### src/rtl/cms_pkg.sv
// Shared types and constants for the CoAP message serializer.
`default_nettype none

package cms_pkg;

    localparam int MAX_RESULTS = 5;

    typedef enum logic [2:0] {
        CMD_HEADER        = 3'd0,
        CMD_TOKEN_BYTE    = 3'd1,
        CMD_OPTION_HEAD   = 3'd2,
        CMD_OPTION_BYTE   = 3'd3,
        CMD_PAYLOAD_START = 3'd4,
        CMD_PAYLOAD_BYTE  = 3'd5
    } cmd_t;

    localparam logic [1:0] STATUS_OK       = 2'd0;
    localparam logic [1:0] STATUS_DROPPED  = 2'd1;
    localparam logic [1:0] STATUS_PAST_CAP = 2'd2;

    // Result burst caused by one request: either one dropped-item mark or
    // up to MAX_RESULTS serialized bytes.
    typedef struct packed {
        logic [2:0]                  count;
        logic                        drop;
        logic [MAX_RESULTS-1:0][7:0] bytes;
        logic [MAX_RESULTS-1:0]      past_cap;
        logic [15:0]                 wc_base;
    } burst_t;

endpackage

`default_nettype wire

### src/rtl/cms_encoder.sv
// Message state and encoding of one request into a result burst.
`default_nettype none

module cms_encoder
    import cms_pkg::*;
(
    input  wire logic        clk,
    input  wire logic        rst_n,
    input  wire logic        accept,
    input  wire logic [2:0]  command,
    input  wire logic [1:0]  version,
    input  wire logic [1:0]  msg_type,
    input  wire logic [3:0]  token_length,
    input  wire logic [7:0]  code,
    input  wire logic [15:0] message_id,
    input  wire logic [15:0] buffer_length,
    input  wire logic [15:0] option_number,
    input  wire logic [15:0] option_length,
    input  wire logic [15:0] payload_length,
    input  wire logic [7:0]  data_byte,
    output burst_t           burst
);

    localparam logic [15:0] EXT_ONE = 16'd13;
    localparam logic [15:0] EXT_TWO = 16'd269;
    localparam logic [3:0]  NIB_ONE = 4'd13;
    localparam logic [3:0]  NIB_TWO = 4'd14;
    localparam logic [7:0]  PAYLOAD_MARKER = 8'hFF;
    localparam logic [15:0] HEADER_BYTES = 16'd4;

    logic [15:0] room_reg, room_next;
    logic [15:0] wc_reg, wc_next;
    logic        tdrop_reg, tdrop_next;
    logic        pdrop_reg, pdrop_next;

    logic [15:0] room_base, wc_base;
    logic [2:0]  n_emit;
    logic        drop;
    logic [MAX_RESULTS-1:0][7:0] bytes;

    logic [3:0]       num_nib, len_nib;
    logic [1:0]       num_cnt, len_cnt;
    logic [1:0][7:0]  num_ext, len_ext;

    function automatic logic [3:0] nibble_of(input logic [15:0] v);
        if (v >= EXT_TWO) begin
            return NIB_TWO;
        end
        if (v >= EXT_ONE) begin
            return NIB_ONE;
        end
        return v[3:0];
    endfunction

    function automatic logic [1:0] ext_count(input logic [15:0] v);
        if (v >= EXT_TWO) begin
            return 2'd2;
        end
        if (v >= EXT_ONE) begin
            return 2'd1;
        end
        return 2'd0;
    endfunction

    // Extended bytes in wire order: entry 0 goes out first.
    function automatic logic [1:0][7:0] ext_bytes(input logic [15:0] v);
        logic [15:0] e;
        logic [1:0][7:0] r;
        if (v >= EXT_TWO) begin
            e = v - EXT_TWO;
            r[0] = e[15:8];
            r[1] = e[7:0];
        end else begin
            e = v - EXT_ONE;
            r[0] = e[7:0];
            r[1] = 8'd0;
        end
        return r;
    endfunction

    always_comb
    begin
        num_nib = nibble_of(option_number);
        len_nib = nibble_of(option_length);
        num_cnt = ext_count(option_number);
        len_cnt = ext_count(option_length);
        num_ext = ext_bytes(option_number);
        len_ext = ext_bytes(option_length);
    end

    always_comb
    begin
        room_base  = room_reg;
        wc_base    = wc_reg;
        n_emit     = 3'd0;
        drop       = 1'b0;
        bytes      = '0;
        tdrop_next = tdrop_reg;
        pdrop_next = pdrop_reg;

        unique case (cmd_t'(command))
            CMD_HEADER:
            begin
                room_base  = buffer_length;
                wc_base    = 16'd0;
                pdrop_next = 1'b0;
                if (buffer_length < HEADER_BYTES) begin
                    drop = 1'b1;
                end else begin
                    n_emit   = 3'd4;
                    bytes[0] = {version, msg_type, token_length};
                    bytes[1] = code;
                    bytes[2] = message_id[15:8];
                    bytes[3] = message_id[7:0];
                end
            end
            CMD_TOKEN_BYTE:
            begin
                if (tdrop_reg) begin
                    drop = 1'b1;
                end else begin
                    n_emit   = 3'd1;
                    bytes[0] = data_byte;
                end
            end
            CMD_OPTION_HEAD:
            begin
                n_emit   = 3'd1 + {1'b0, num_cnt} + {1'b0, len_cnt};
                bytes[0] = {num_nib, len_nib};
                bytes[1] = (num_cnt != 2'd0) ? num_ext[0] : len_ext[0];
                bytes[2] = (num_cnt == 2'd2) ? num_ext[1] :
                           (num_cnt == 2'd1) ? len_ext[0] : len_ext[1];
                bytes[3] = (num_cnt == 2'd2) ? len_ext[0] : len_ext[1];
                bytes[4] = len_ext[1];
            end
            CMD_OPTION_BYTE:
            begin
                n_emit   = 3'd1;
                bytes[0] = data_byte;
            end
            CMD_PAYLOAD_START:
            begin
                if (payload_length >= room_reg) begin
                    drop       = 1'b1;
                    pdrop_next = 1'b1;
                end else if (payload_length == 16'd0) begin
                    pdrop_next = 1'b1;
                end else begin
                    pdrop_next = 1'b0;
                    n_emit     = 3'd1;
                    bytes[0]   = PAYLOAD_MARKER;
                end
            end
            CMD_PAYLOAD_BYTE:
            begin
                if (pdrop_reg) begin
                    drop = 1'b1;
                end else begin
                    n_emit   = 3'd1;
                    bytes[0] = data_byte;
                end
            end
            default:
            begin
            end
        endcase

        // Room saturates at zero once the buffer is full.
        if (room_base >= {13'd0, n_emit}) begin
            room_next = room_base - {13'd0, n_emit};
        end else begin
            room_next = 16'd0;
        end
        wc_next = wc_base + {13'd0, n_emit};

        if (cmd_t'(command) == CMD_HEADER) begin
            tdrop_next = room_next < {12'd0, token_length};
        end
    end

    always_comb
    begin
        burst.count   = drop ? 3'd1 : n_emit;
        burst.drop    = drop;
        burst.bytes   = bytes;
        burst.wc_base = wc_base;
        for (int i = 0; i < MAX_RESULTS; i++) begin
            burst.past_cap[i] = room_base <= 16'(i);
        end
    end

    always_ff @(posedge clk or negedge rst_n)
    begin
        if (!rst_n) begin
            room_reg  <= 16'd0;
            wc_reg    <= 16'd0;
            tdrop_reg <= 1'b0;
            pdrop_reg <= 1'b0;
        end else if (accept) begin
            room_reg  <= room_next;
            wc_reg    <= wc_next;
            tdrop_reg <= tdrop_next;
            pdrop_reg <= pdrop_next;
        end
    end

endmodule

`default_nettype wire

### src/rtl/cms_emitter.sv
// Burst and output register: one result per cycle while out_stall is low.
`default_nettype none

module cms_emitter
    import cms_pkg::*;
(
    input  wire logic        clk,
    input  wire logic        rst_n,
    input  wire logic        accept,
    input  burst_t           burst_in,
    output logic             in_stall,
    output logic             out_valid,
    input  wire logic        out_stall,
    output logic [7:0]       out_byte,
    output logic             byte_valid,
    output logic             last_of_run,
    output logic [1:0]       status,
    output logic [15:0]      bytes_written
);

    burst_t      burst_reg;
    logic        busy_reg;
    logic [2:0]  idx_reg;
    logic        out_valid_reg;
    logic [7:0]  out_byte_reg;
    logic        byte_valid_reg;
    logic        last_reg;
    logic [1:0]  status_reg;
    logic [15:0] bw_reg;

    logic out_adv;
    logic at_last;
    logic drain;
    logic load;

    assign out_adv  = !out_valid_reg || !out_stall;
    assign at_last  = idx_reg == (burst_reg.count - 3'd1);
    assign drain    = busy_reg && out_adv && at_last;
    assign in_stall = busy_reg && !drain;
    assign load     = accept && (burst_in.count != 3'd0);

    always_ff @(posedge clk or negedge rst_n)
    begin
        if (!rst_n) begin
            busy_reg <= 1'b0;
            idx_reg  <= 3'd0;
        end else if (load) begin
            busy_reg <= 1'b1;
            idx_reg  <= 3'd0;
        end else if (busy_reg && out_adv) begin
            if (at_last) begin
                busy_reg <= 1'b0;
            end
            idx_reg <= idx_reg + 3'd1;
        end
    end

    always_ff @(posedge clk)
    begin
        if (load) begin
            burst_reg <= burst_in;
        end
    end

    always_ff @(posedge clk or negedge rst_n)
    begin
        if (!rst_n) begin
            out_valid_reg <= 1'b0;
        end else if (out_adv) begin
            out_valid_reg <= busy_reg;
        end
    end

    always_ff @(posedge clk)
    begin
        if (out_adv && busy_reg) begin
            last_reg <= at_last;
            if (burst_reg.drop) begin
                out_byte_reg   <= 8'd0;
                byte_valid_reg <= 1'b0;
                status_reg     <= STATUS_DROPPED;
                bw_reg         <= burst_reg.wc_base;
            end else begin
                out_byte_reg   <= burst_reg.bytes[idx_reg];
                byte_valid_reg <= 1'b1;
                status_reg     <= burst_reg.past_cap[idx_reg] ? STATUS_PAST_CAP : STATUS_OK;
                bw_reg         <= burst_reg.wc_base + {13'd0, idx_reg} + 16'd1;
            end
        end
    end

    assign out_valid     = out_valid_reg;
    assign out_byte      = out_byte_reg;
    assign byte_valid    = byte_valid_reg;
    assign last_of_run   = last_reg;
    assign status        = status_reg;
    assign bytes_written = bw_reg;

endmodule

`default_nettype wire

### src/rtl/coap_message_serializer_core.sv
// Top level of the CoAP message serializer: request port, encoder, emitter.
`default_nettype none

// Serializes a CoAP message (RFC 7252 layout) one output byte per result.
// Each request is encoded in the cycle it is accepted into a burst of up to
// five results, held in a burst register and shifted out through an output
// register, one result per cycle while out_stall is low. Requests that yield
// one result (token, option value, payload byte, payload marker or a
// dropped-item mark) stream back to back while out_stall is low; a header
// (four bytes) or an option head (one to five bytes) holds off the next
// request until the single-byte output register drains the burst register.
// Requests that yield no result (empty payload start, unused commands) are
// not loaded into the burst register. The next request is taken in the cycle
// the last result of the current burst moves to the output register. Status
// 1 marks a dropped request (byte_valid low, out_byte zero); status 2 marks
// a byte written with the buffer already full. bytes_written counts bytes
// of the current message and wraps at 16 bits.
module coap_message_serializer_core
    import cms_pkg::*;
(
    input  wire logic        clk,
    input  wire logic        rst_n,
    input  wire logic        in_valid,
    output logic             in_stall,
    input  wire logic [2:0]  command,
    input  wire logic [1:0]  version,
    input  wire logic [1:0]  msg_type,
    input  wire logic [3:0]  token_length,
    input  wire logic [7:0]  code,
    input  wire logic [15:0] message_id,
    input  wire logic [15:0] buffer_length,
    input  wire logic [15:0] option_number,
    input  wire logic [15:0] option_length,
    input  wire logic [15:0] payload_length,
    input  wire logic [7:0]  data_byte,
    output logic             out_valid,
    input  wire logic        out_stall,
    output logic [7:0]       out_byte,
    output logic             byte_valid,
    output logic             last_of_run,
    output logic [1:0]       status,
    output logic [15:0]      bytes_written
);

    logic   accept;
    burst_t burst;

    // Take a request whenever the burst register is free or frees this cycle.
    assign accept = in_valid && !in_stall;

    cms_encoder u_encoder (
        .clk            (clk),
        .rst_n          (rst_n),
        .accept         (accept),
        .command        (command),
        .version        (version),
        .msg_type       (msg_type),
        .token_length   (token_length),
        .code           (code),
        .message_id     (message_id),
        .buffer_length  (buffer_length),
        .option_number  (option_number),
        .option_length  (option_length),
        .payload_length (payload_length),
        .data_byte      (data_byte),
        .burst          (burst)
    );

    cms_emitter u_emitter (
        .clk           (clk),
        .rst_n         (rst_n),
        .accept        (accept),
        .burst_in      (burst),
        .in_stall      (in_stall),
        .out_valid     (out_valid),
        .out_stall     (out_stall),
        .out_byte      (out_byte),
        .byte_valid    (byte_valid),
        .last_of_run   (last_of_run),
        .status        (status),
        .bytes_written (bytes_written)
    );

    // A dropped-item mark is always a single, final result with status 1.
    a_drop_shape: assert property (@(posedge clk) disable iff (!rst_n)
        out_valid && !byte_valid |-> status == STATUS_DROPPED && last_of_run && out_byte == 8'd0)
        else $error("dropped-item result malformed");

    // A written byte never carries the dropped status.
    a_written_status: assert property (@(posedge clk) disable iff (!rst_n)
        out_valid && byte_valid |-> status != STATUS_DROPPED)
        else $error("written byte carries dropped status");

    // Within a burst, the next byte follows at once and counts up by one.
    a_burst_continues: assert property (@(posedge clk) disable iff (!rst_n)
        out_valid && !out_stall && !last_of_run |=>
            out_valid && byte_valid && bytes_written == $past(bytes_written) + 16'd1)
        else $error("burst broke off or count skipped");

endmodule

`default_nettype wire

### config.mk
export PLATFORM = sky130hd
export DESIGN_NAME = coap_message_serializer_core
export DESIGN_NICKNAME = d
export VERILOG_FILES = /design/src/rtl/cms_pkg.sv /design/src/rtl/cms_encoder.sv /design/src/rtl/cms_emitter.sv /design/src/rtl/coap_message_serializer_core.sv
export SDC_FILE = /design/constraint.sdc
export NUM_CORES = 1
export LEC_CHECK = 0
export BUFFER_PORTS_ARGS = -buffer_cell sky130_fd_sc_hd__buf_2
export CAP_MARGIN = 20
export CORE_MARGIN = 4
export CORE_UTILIZATION = 59
export CTS_BUF_LIST = sky130_fd_sc_hd__clkbuf_8
export DETAILED_ROUTE_END_ITERATION = 7
export GPL_TIMING_DRIVEN = 1
export PLACE_DENSITY = 0.83
export SYNTH_ARGS = -nofsm -noshare
export SYNTH_HDL_FRONTEND = slang
export SYNTH_SLANG_ARGS = --single-unit
export TNS_END_PERCENT = 1
### constraint.sdc
create_clock -name clk -period 8.1 [get_ports clk]
set_clock_uncertainty 0.05 [all_clocks]
set_input_delay 2.025 -clock clk [delete_from_list [all_inputs] [get_ports clk]]
set_output_delay 2.025 -clock clk [all_outputs]
set_load 0.01 [all_outputs]
# Word level (Yosys, flattened, before mapping)
# Cells that the tools add are included.
[totals]
register_bits = 132
latch_bits = 0
ram_bits = 0
romBits = 0
in_bits = 111
output_inout_bits = 30
wordCells = 140
n_memories = 0
[op_classes]
add_sub_neg = 12
multipliers = 0
div_mod_pow = 0
order_cmp = 14
eq_ne = 8
shift = 0
mux = 65
n_bitwise = 0
n_reduce_logical = 20
[op_table]
columns = ["operator", "count"]
rows = [
  ["$mux 16", 6],
  ["$mux 8", 9],
  ["$pmux 24 s2", 1],
  ["$pmux 8 s6", 1],
  ["$add 16x3->16", 2],
  ["$ge 16x4->1 const B", 2],
  ["$ge 16x9->1 const B", 2],
  ["$le 16x1->1 const B", 2],
  ["$le 16x2->1 const B", 2],
  ["$mux 32", 1],
  ["$mux 4", 8],
  ["$sub 16x9->16 const B", 2],
  ["$bmux 8 s3", 1],
  ["$mux 1", 20],
  ["$mux 2", 9],
  ["$pmux 3 s6", 1],
  ["$add 16x1->16 const B", 1],
  ["$ge 16x16->1", 1],
  ["$ge 16x3->1", 1],
  ["$le 16x3->1 const B", 1],
  ["$logic_not 16->1", 1],
  ["$lt 16x3->1 const B", 1],
  ["$lt 16x4->1", 1],
  ["$sub 16x3->16", 1],
  ["other kinds (23)", 42],
]

# Longest topological paths before layout
# Gate-level depths: netlist of run 1.
[depth]
ltp_word = 13
ltp_mapped = 25
mapped_depth_nobuf = 23

# Hierarchy
# From an unflattened synthesis of run 1, not the netlist that was laid out.
[hier_totals]
cells_unflattened = 927
hier_area_um2 = 8872.3
[modules_own_cells]
columns = ["mod", "n_inst", "cells_per_inst", "area_each_um2", "seq_area_each_um2"]
rows = [
  ["cms_encoder", 1, 688, 4978.5, 850.8],
  ["cms_emitter", 1, 238, 3880.0, 2917.8],
  ["coap_message_serializer_core", 1, 1, 13.8, 0.0],
]

# Worst setup path after synthesis of run 1
# No wires, ideal clock.
[synth_timing]
path_type = "input-to-reg"
start = "in option_length[9]"
end = "reg u_emitter.burst_reg[0] (netlist bit) (enable)"
setup_time_ns = 0.514
arrival_time_ns = 8.061
setup_slack_ns = -0.526
cell_stages = 13
path_cell_list = "or3_1 or4_1 or2_2 a21o_1 inv_2 buf_2 buf_2 nand2_1 ha_1 fa_1 a21oi_1 nor2_1 a21oi_1"
[synth_via]
elab_chain_len = 10
word_cells_on_any_way = 13
classes_between = "add/sub: 1; order compare: 2; mux: 8; reduce/logical: 2"
[synth_rtl]
columns = ["item", "line_no", "rtl"]
rows = [
  ["from (decl)", "coap_message_serializer_core.sv:33", "input wire logic [15:0] option_length,"],
  ["$ge 16x4->1", "cms_encoder.sv:59", "if (v >= EXT_ONE) begin"],
  ["$mux 1 (2 in a row)", "cms_encoder.sv:59", ""],
  ["$mux 2", "cms_encoder.sv:62", "return 2'd0;"],
  ["$mux 2 (*)", "cms_encoder.sv:59", ""],
  ["$add 3x2->3 (*)", "cms_encoder.sv:128", "n_emit = 3'd1 + {1'b0, num_cnt} + {1'b0, len_cnt};"],
  ["$pmux 3 s6 (*)", "cms_encoder.sv:101", "unique case (cmd_t'(command))"],
  ["$mux 3 (*)", "cms_encoder.sv:183", "burst.count = drop ? 3'd1 : n_emit;"],
  ["$reduce_bool 3->1 (*)", "cms_emitter.sv:40", "assign load = accept && (burst_in.count != 3'd0);"],
  ["$logic_and 1x1->1 (*)", "cms_emitter.sv:40", ""],
  ["via u_emitter.load", "cms_emitter.sv:34", "logic load;"],
  ["to (signal assigned)", "cms_emitter.sv:61", "burst_reg <= burst_in;"],
  ["to (decl)", "cms_emitter.sv:21", "burst_t burst_reg;"],
]
# Mark *: on every way through the listed nets, which the timed path passes. The rest lies on a longest branch. The select of a mux whose other input is x is not followed.
# A chain may end at the register's enable or synchronous reset.

# Worst setup path after layout of run 1
[layout_timing]
start = "in option_length[9]"
end = "reg u_encoder.tdrop_reg"
[layout_via]
elab_chain_len = 10
word_cells_on_any_way = 14
classes_between = "add/sub: 2; order compare: 4; mux: 8"
[layout_rtl]
columns = ["item", "line_no", "rtl"]
rows = [
  ["$ge 16x4->1", "cms_encoder.sv:59", ""],
  ["$mux 1 (2 in a row)", "cms_encoder.sv:59", ""],
  ["$mux 2", "cms_encoder.sv:62", ""],
  ["$mux 2 (*)", "cms_encoder.sv:59", ""],
  ["$add 3x2->3 (*)", "cms_encoder.sv:128", ""],
  ["$pmux 3 s6 (*)", "cms_encoder.sv:101", ""],
  ["$sub 16x3->16 / $ge 16x3->1 (equally long branches)", "cms_encoder.sv:170, cms_encoder.sv:169", ""],
  ["$mux 16 (*)", "cms_encoder.sv:169", "if (room_base >= {13'd0, n_emit}) begin"],
  ["via u_encoder.room_next[1]", "cms_encoder.sv:31", "logic [15:0] room_reg, room_next;"],
  ["$lt 16x4->1 (*)", "cms_encoder.sv:177", "tdrop_next = room_next < {12'd0, token_length};"],
  ["to (signal assigned)", "cms_encoder.sv:202", "tdrop_reg <= tdrop_next;"],
  ["to (decl)", "cms_encoder.sv:33", "logic tdrop_reg, tdrop_next;"],
]
# Marks and branches as above.

==> impl_metrics.tcl, run 1 <==
set metrics [dict create \
    final.min_clock_period_ns 7.10 \
    pwr-share-seq_pct 41.6 \
    syn-cell-area_um2 8490 \
    core_region_area_um2 14000 \
    leakage_nw 4.08 \
    synthFlopType "edfxtp_1" \
    setup-violations-final 0 \
    grt_pass1_vias 6716 \
    final_core_util_pct 70.1 \
    start_util_pct 60.7 \
    ant_nets 0 \
    rsz0062_at_grt "false" \
    avgSynthCellArea_um2 9.74 \
    final_common_cell "buf_2" \
    worstPathMaxFanout 6 \
    tightest_slew_ns 1.10 \
    die_area_um2 16400 \
    crit_required_ns 8.43 \
    end_kind "flop" \
    fp.dieH_um 128 \
    die_x_um 128 \
    drv_cap 0 \
    antenna_found_initial 0 \
    arrival_ns 7.43 \
    wire_per_inst_um 18.8 \
    final_nets 1156 \
    yosysTopAreaCellShare_pct 32.9 \
    synthCells 871 \
    cts_sinks 132 \
    drt_iter0_markers 851 \
    power_density_nw_per_um2 248 \
    status "finished, final reports clean" \
    worstSetupStartpointType "input pin" \
    cts_max_path_buffers 2 \
    fin_setup_tns_ns 0 \
    synth_async_sr_flop_share_pct 29.5 \
    switching_share_pct 34.9 \
    grt_start_max_net_pins 41 \
    syn-num-nets 1021 \
    synth_edf_count 93 \
    place_hpwl_um 17200 \
    post-route-period-util_pct 87.6 \
    synth_seq_cells 132 \
    track_usage_pct 27.6 \
    power_frac_clock_pct 24.4 \
    clkTransAtPathRegs_ns 0.08 \
    yosysUniqueCellTypes 74 \
    slew_headroom_pct 25.6 \
    cts-root-buf "clkbuf_8" \
    cts_hold_buffers 0 \
    fill_cells 1130 \
    via_per_inst 6.17 \
    htreeDepth 4 \
    drive_above_1_share_pct 21.3 \
    globalRouteOverflowTotal 0 \
    largest_register_ffs 65 \
    io_pins 141 \
    p_switching_mw 0.849 \
    syn_to_final_growth_pct 15.5 \
    mostFrequentLayoutCells "140 x buf_2, 93 x edfxtp_1, 85 x nand2_1" \
    ir_drop_mv 0.122 \
    critPathKind "in2reg" \
    fmax_ghz 0.141 \
    port_buffers 140 \
    hp-class "reg2reg" \
    cts_resized 0 \
    yosys.area.top_type "edfxtp_1" \
    total_power_mw 2.43 \
    ys_warn_count 0 \
    drt_wl_total_um 22500 \
    drc_errors 0 \
    synthTopCellsByArea "edfxtp_1 33%, dfrtp_1 12%, ha_1 5.2%" \
    diodes 0 \
    routed-via-count 7403 \
    grt_pass1_wl_um 35500 \
    rows 43 \
    gp_congestion 1.01 \
    drt_pass1_iterations 6 \
    hold_viol 0 \
    cts-buffers-inserted 17 \
    comb_power_share_pct 34.0 \
    clk_latency_ns 0.44 \
    final-max-slew-violation-count 0 \
    cts_tree "yes" \
    postCtsSetupBuffers 0 \
    yosysSeqAreaShare_pct 44.4 \
    internal-power_mw 1.58 \
]
path summary, 6_finish.rpt:
path / from / end / slack, ns / cells after the start
worst max-delay path: option_length[9] / u_encoder.tdrop_reg / 1.00 / 21
max in group asynchronous: rst_n / u_encoder.wc_reg[6] / 5.75 / 1
worst max register to register: u_encoder.room_reg[5] / u_encoder.tdrop_reg / 2.62 / 20
worst min register to register: u_encoder.wc_reg[2] / u_encoder.wc_reg[2] / 0.43 / 2
min in group asynchronous: rst_n / u_encoder.pdrop_reg / 1.66 / 1
worst min-delay path: u_encoder.wc_reg[2] / u_encoder.wc_reg[2] / 0.43 / 2
cells by family (layout without fill, tap and decap cells):
group / count (synthesis) / count (layout) / synth area share (%)
xor+xnor: 64 / 64 / 6.61
simple gates: 308 / 308 / 17.6
fa+ha+maj: 39 / 39 / 6.10
buf+inv: 87 / 235 / 4.22
compound gates: 223 / 223 / 17.6
flops: 132 / 132 / 44.4
mux: 18 / 18 / 3.48
layer usage:
layer  up-vias  GRT usage, %  share of wire [%]
li1       3495             -                  -
met1      3449          41.6                 42
met2       419          41.7                 46
met3        40          4.75                 11
met4         0          7.24                1.6
met5         -             0                  0
critical path, stage by stage:
cell and delay (ns):
buf_2 0.12, or3_1 0.43, or4_1 0.47, or2_2 0.30, a21o_1 0.24, inv_2 0.08
nand2_1 0.05, ha_1 0.21, fa_1 0.48, nor2_1 0.16, inv_1 0.12, fa_1 0.46
a21o_2 0.24, a211o_2 0.40, and2_1 0.20, ha_1 0.29, nor2b_1 0.13, o21ai_0 0.11
or2b_2 0.30, a2111oi_0 0.41, a22o_1 0.18
Yosys cell counts (all sizes together) (3+ instances only):
| library cell | count |
|---|---|
| or2 | 3 |
| inv | 48 |
| o22ai | 5 |
| dfrtp | 39 |
| a22oi | 18 |
| nand3 | 32 |
| buf | 7 |
| nor2 | 76 |
| a221o | 5 |
| fa | 4 |
| a21o | 20 |
| a22o | 6 |
| and3 | 7 |
| o211ai | 9 |
| a221oi | 7 |
| ha | 35 |
| clkbuf | 32 |
| a211oi | 3 |
| a32o | 4 |
| mux4 | 9 |
| o21ai | 63 |
| o31ai | 6 |
| or3 | 3 |
| and4 | 3 |
| or4 | 4 |
| nor4 | 13 |
| a21oi | 52 |
| nor3 | 34 |
| mux2i | 7 |
| and2 | 19 |
| nand4 | 10 |
| edfxtp | 93 |
| nand2b | 7 |
| o221ai | 3 |
| o21a | 3 |
| xnor2 | 37 |
| nand2 | 85 |
| nor3b | 3 |
| xor2 | 27 |
per-stage QoR:
stage | hold slack, ns | area (um2) | setup slack [ns] | cells
after floorplan | 0.387 | 8490 | 0.652 | 871
after global placement | 0.401 | 9380 | 0.729 | 1167
after detailed placement | 0.408 | 9380 | 0.610 | 1167
after global routing | 0.454 | 9800 | 0.512 | 1199
after CTS | 0.427 | 9800 | 1.09 | 1199
final | 0.428 | 9800 | 1.00 | 1199
layout make-up:
type                       count  area [um2]  share of cell area [%]
tap                          180         225                    2.30
timing repair buffer         155         826                    8.42
clock buffer                  17         234                    2.39
multi-input combinational    652        4380                    44.7
inverter                      48         180                    1.84
clock inverter                15         193                    1.97
sequential                   132        3770                    38.4
power groups by stage:
stage                     registers (mW)  logic, mW  clock network [mW]
final                               1.01      0.826               0.592
after global routing                1.03      0.924               0.629
after floorplan                     1.02      0.556                   0
after detailed placement            1.03      0.812                   0
after global placement              1.02      0.786                   0
after CTS                           1.01      0.821               0.599
Note: power is estimated with default switching activity, not from simulation.
==> run 2, diff against run 1 <==
- CORE_UTILIZATION: 59 -> 30
- PLACE_DENSITY: 0.83 -> default
==> run 2 against run 1 <==
Maximum frequency grew 0.24%. Total power is 1.8% lower. Via count down 2.7%. Combinational power is 1% higher. Sequential power barely moved. Die area increased by 90%. Global-route usage down 12 points. Worst setup slack improved by 0.017 ns. Sequential cell count unchanged. Clock power fell by 8.3%. Cell count rose by 17%. Sequential share of layout area shrank 0.85 points.
==> impl_metrics.tcl, run 2 (synthesized netlist as in run 1, its figures left out) <==
set metrics [dict create \
    status "finished, final reports clean" \
    total_power_mw 2.39 \
    syn_to_final_growth_pct 18.2 \
    r2r-end "u_encoder.tdrop_reg" \
    cpLargestDelayFamily "simple AND/OR/NAND/NOR gates" \
    antenna_found_initial 1 \
    ant_nets 0 \
    reg2reg_depth 20 \
    leakage_nw 4.06 \
    final_nets 1159 \
    rows 61 \
    drt_pass1_iterations 5 \
    holdWs_ns 0.430 \
    mostFrequentLayoutCells "140 x buf_2, 93 x edfxtp_1, 85 x nand2_1" \
    final_common_cell "buf_2" \
    place_hpwl_um 19800 \
    gp_congestion 0.916 \
    critPathKind "in2reg" \
    grt_start_max_net_pins 47 \
    routed-via-count 7205 \
    ir_drop_mv 0.0973 \
    cp_num_buf_inv 3 \
    die_area_um2 31000 \
    grt_pass1_vias 7113 \
    drt_wl_total_um 25300 \
    power_density_nw_per_um2 238 \
    arrival_ns 7.42 \
    startpoint "option_length[9]" \
    crit_required_ns 8.44 \
    r2r_slack_ns 2.54 \
    io_pins 141 \
    crit_slowest_cell "fa_1" \
    fin_setup_tns_ns 0 \
    htreeDepth 4 \
    cts_hold_buffers 0 \
    setup-violations-final 0 \
    min_to "u_encoder.wc_reg[10]" \
    crit_chain "buf_2 -> or3_1 -> or4_1 -> or2_2 -> a21o_1 -> inv_2 -> nand2_1 -> ha_1 -> fa_1 -> nor2_1 -> inv_1 -> fa_1 -> a21o_2 -> a211o_2 -> and2_1 -> ha_1 -> nor2b_1 -> o21ai_0 -> or2b_2 -> a2111oi_0 -> a22o_1" \
    final.min_clock_period_ns 7.08 \
    cts-buffers-inserted 17 \
    tightest_slew_ns 1.03 \
    clkTransAtPathRegs_ns 0.09 \
    track_usage_pct 16.1 \
    cts-root-buf "clkbuf_8" \
    cts_sinks 132 \
    drc_errors 0 \
    die_x_um 176 \
    cts_resized 0 \
    wire_per_inst_um 18.1 \
    slew_headroom_pct 30.1 \
    grt_pass1_wl_um 39200 \
    final-max-slew-violation-count 0 \
    globalRouteOverflowTotal 0 \
    cpPeakStageDelay_ns 0.49 \
    largest_register_ffs 65 \
    cts_tree "yes" \
    fmax_ghz 0.141 \
    clk_latency_ns 0.46 \
    diodes 0 \
    post-route-period-util_pct 87.4 \
    drv_cap 0 \
    fp.dieH_um 176 \
    core_region_area_um2 27900 \
    via_per_inst 5.15 \
    drive_above_1_share_pct 21.6 \
    hold_viol 0 \
    start_util_pct 30.5 \
    cts_max_path_buffers 2 \
    worstSetupStartpointType "input pin" \
    hp-class "reg2reg" \
    worstPathMaxFanout 6 \
    port_buffers 140 \
    min_path_cells 1 \
    drt_iter0_markers 489 \
    r2r_start "u_encoder.room_reg[5]" \
    hp-start "u_encoder.wc_reg[10]" \
    postCtsSetupBuffers 0 \
    end_kind "flop" \
    rsz0062_at_grt "false" \
]
run 2: per-stage QoR:
stage               util (%)  cell area [um2]  std cells  setup slack [ns]
detailed placement      34.6             9650       1368             0.550
finish                  36.0            10000       1400              1.02
global route            36.0            10000       1400             0.731
CTS                     36.0            10000       1400              1.03
floorplan                  -             8490        871             0.652
global placement        34.6             9650       1368             0.647
run 2: area by class of cell:
cell class | instances | area, um2
multi-input cells | 652 | 4380
inverters | 48 | 180
clock inverters | 15 | 145
clock buffers | 17 | 234
fillers | 2832 | 17800
flip-flops and latches | 132 | 3770
well taps | 378 | 473
repair buffers | 158 | 848
run 2: how the worst max path moves through the flow:
stage | end | slack, ns | cells after the start
after floorplan | u_encoder.tdrop_reg | 0.65 | 22
after global placement | u_encoder.tdrop_reg | 0.65 | 21
final | u_encoder.tdrop_reg | 1.02 | 21
after CTS | u_encoder.tdrop_reg | 1.03 | 21
after global routing | u_encoder.tdrop_reg | 0.73 | 20
after detailed placement | u_encoder.tdrop_reg | 0.55 | 21
run 2: routing by layer:
layer / vias to the layer above / track usage [%] / routed length, um
li1: 3489 / - / -
met1: 3424 / 22.4 / 11800
met2: 249 / 24.7 / 11400
met3: 41 / 3.34 / 1490
met4: 2 / 5.72 / 578
met5: - / 0 / 13
run 2: power breakdown:
part / leakage [nW] / total, mW / internal [mW] / switching, mW
Combinational: 2.52 / 0.835 / 0.345 / 0.491
Clock: 0.180 / 0.543 / 0.249 / 0.293
Sequential: 1.36 / 1.01 / 0.907 / 0.102
Total: 4.06 / 2.39 / 1.50 / 0.886
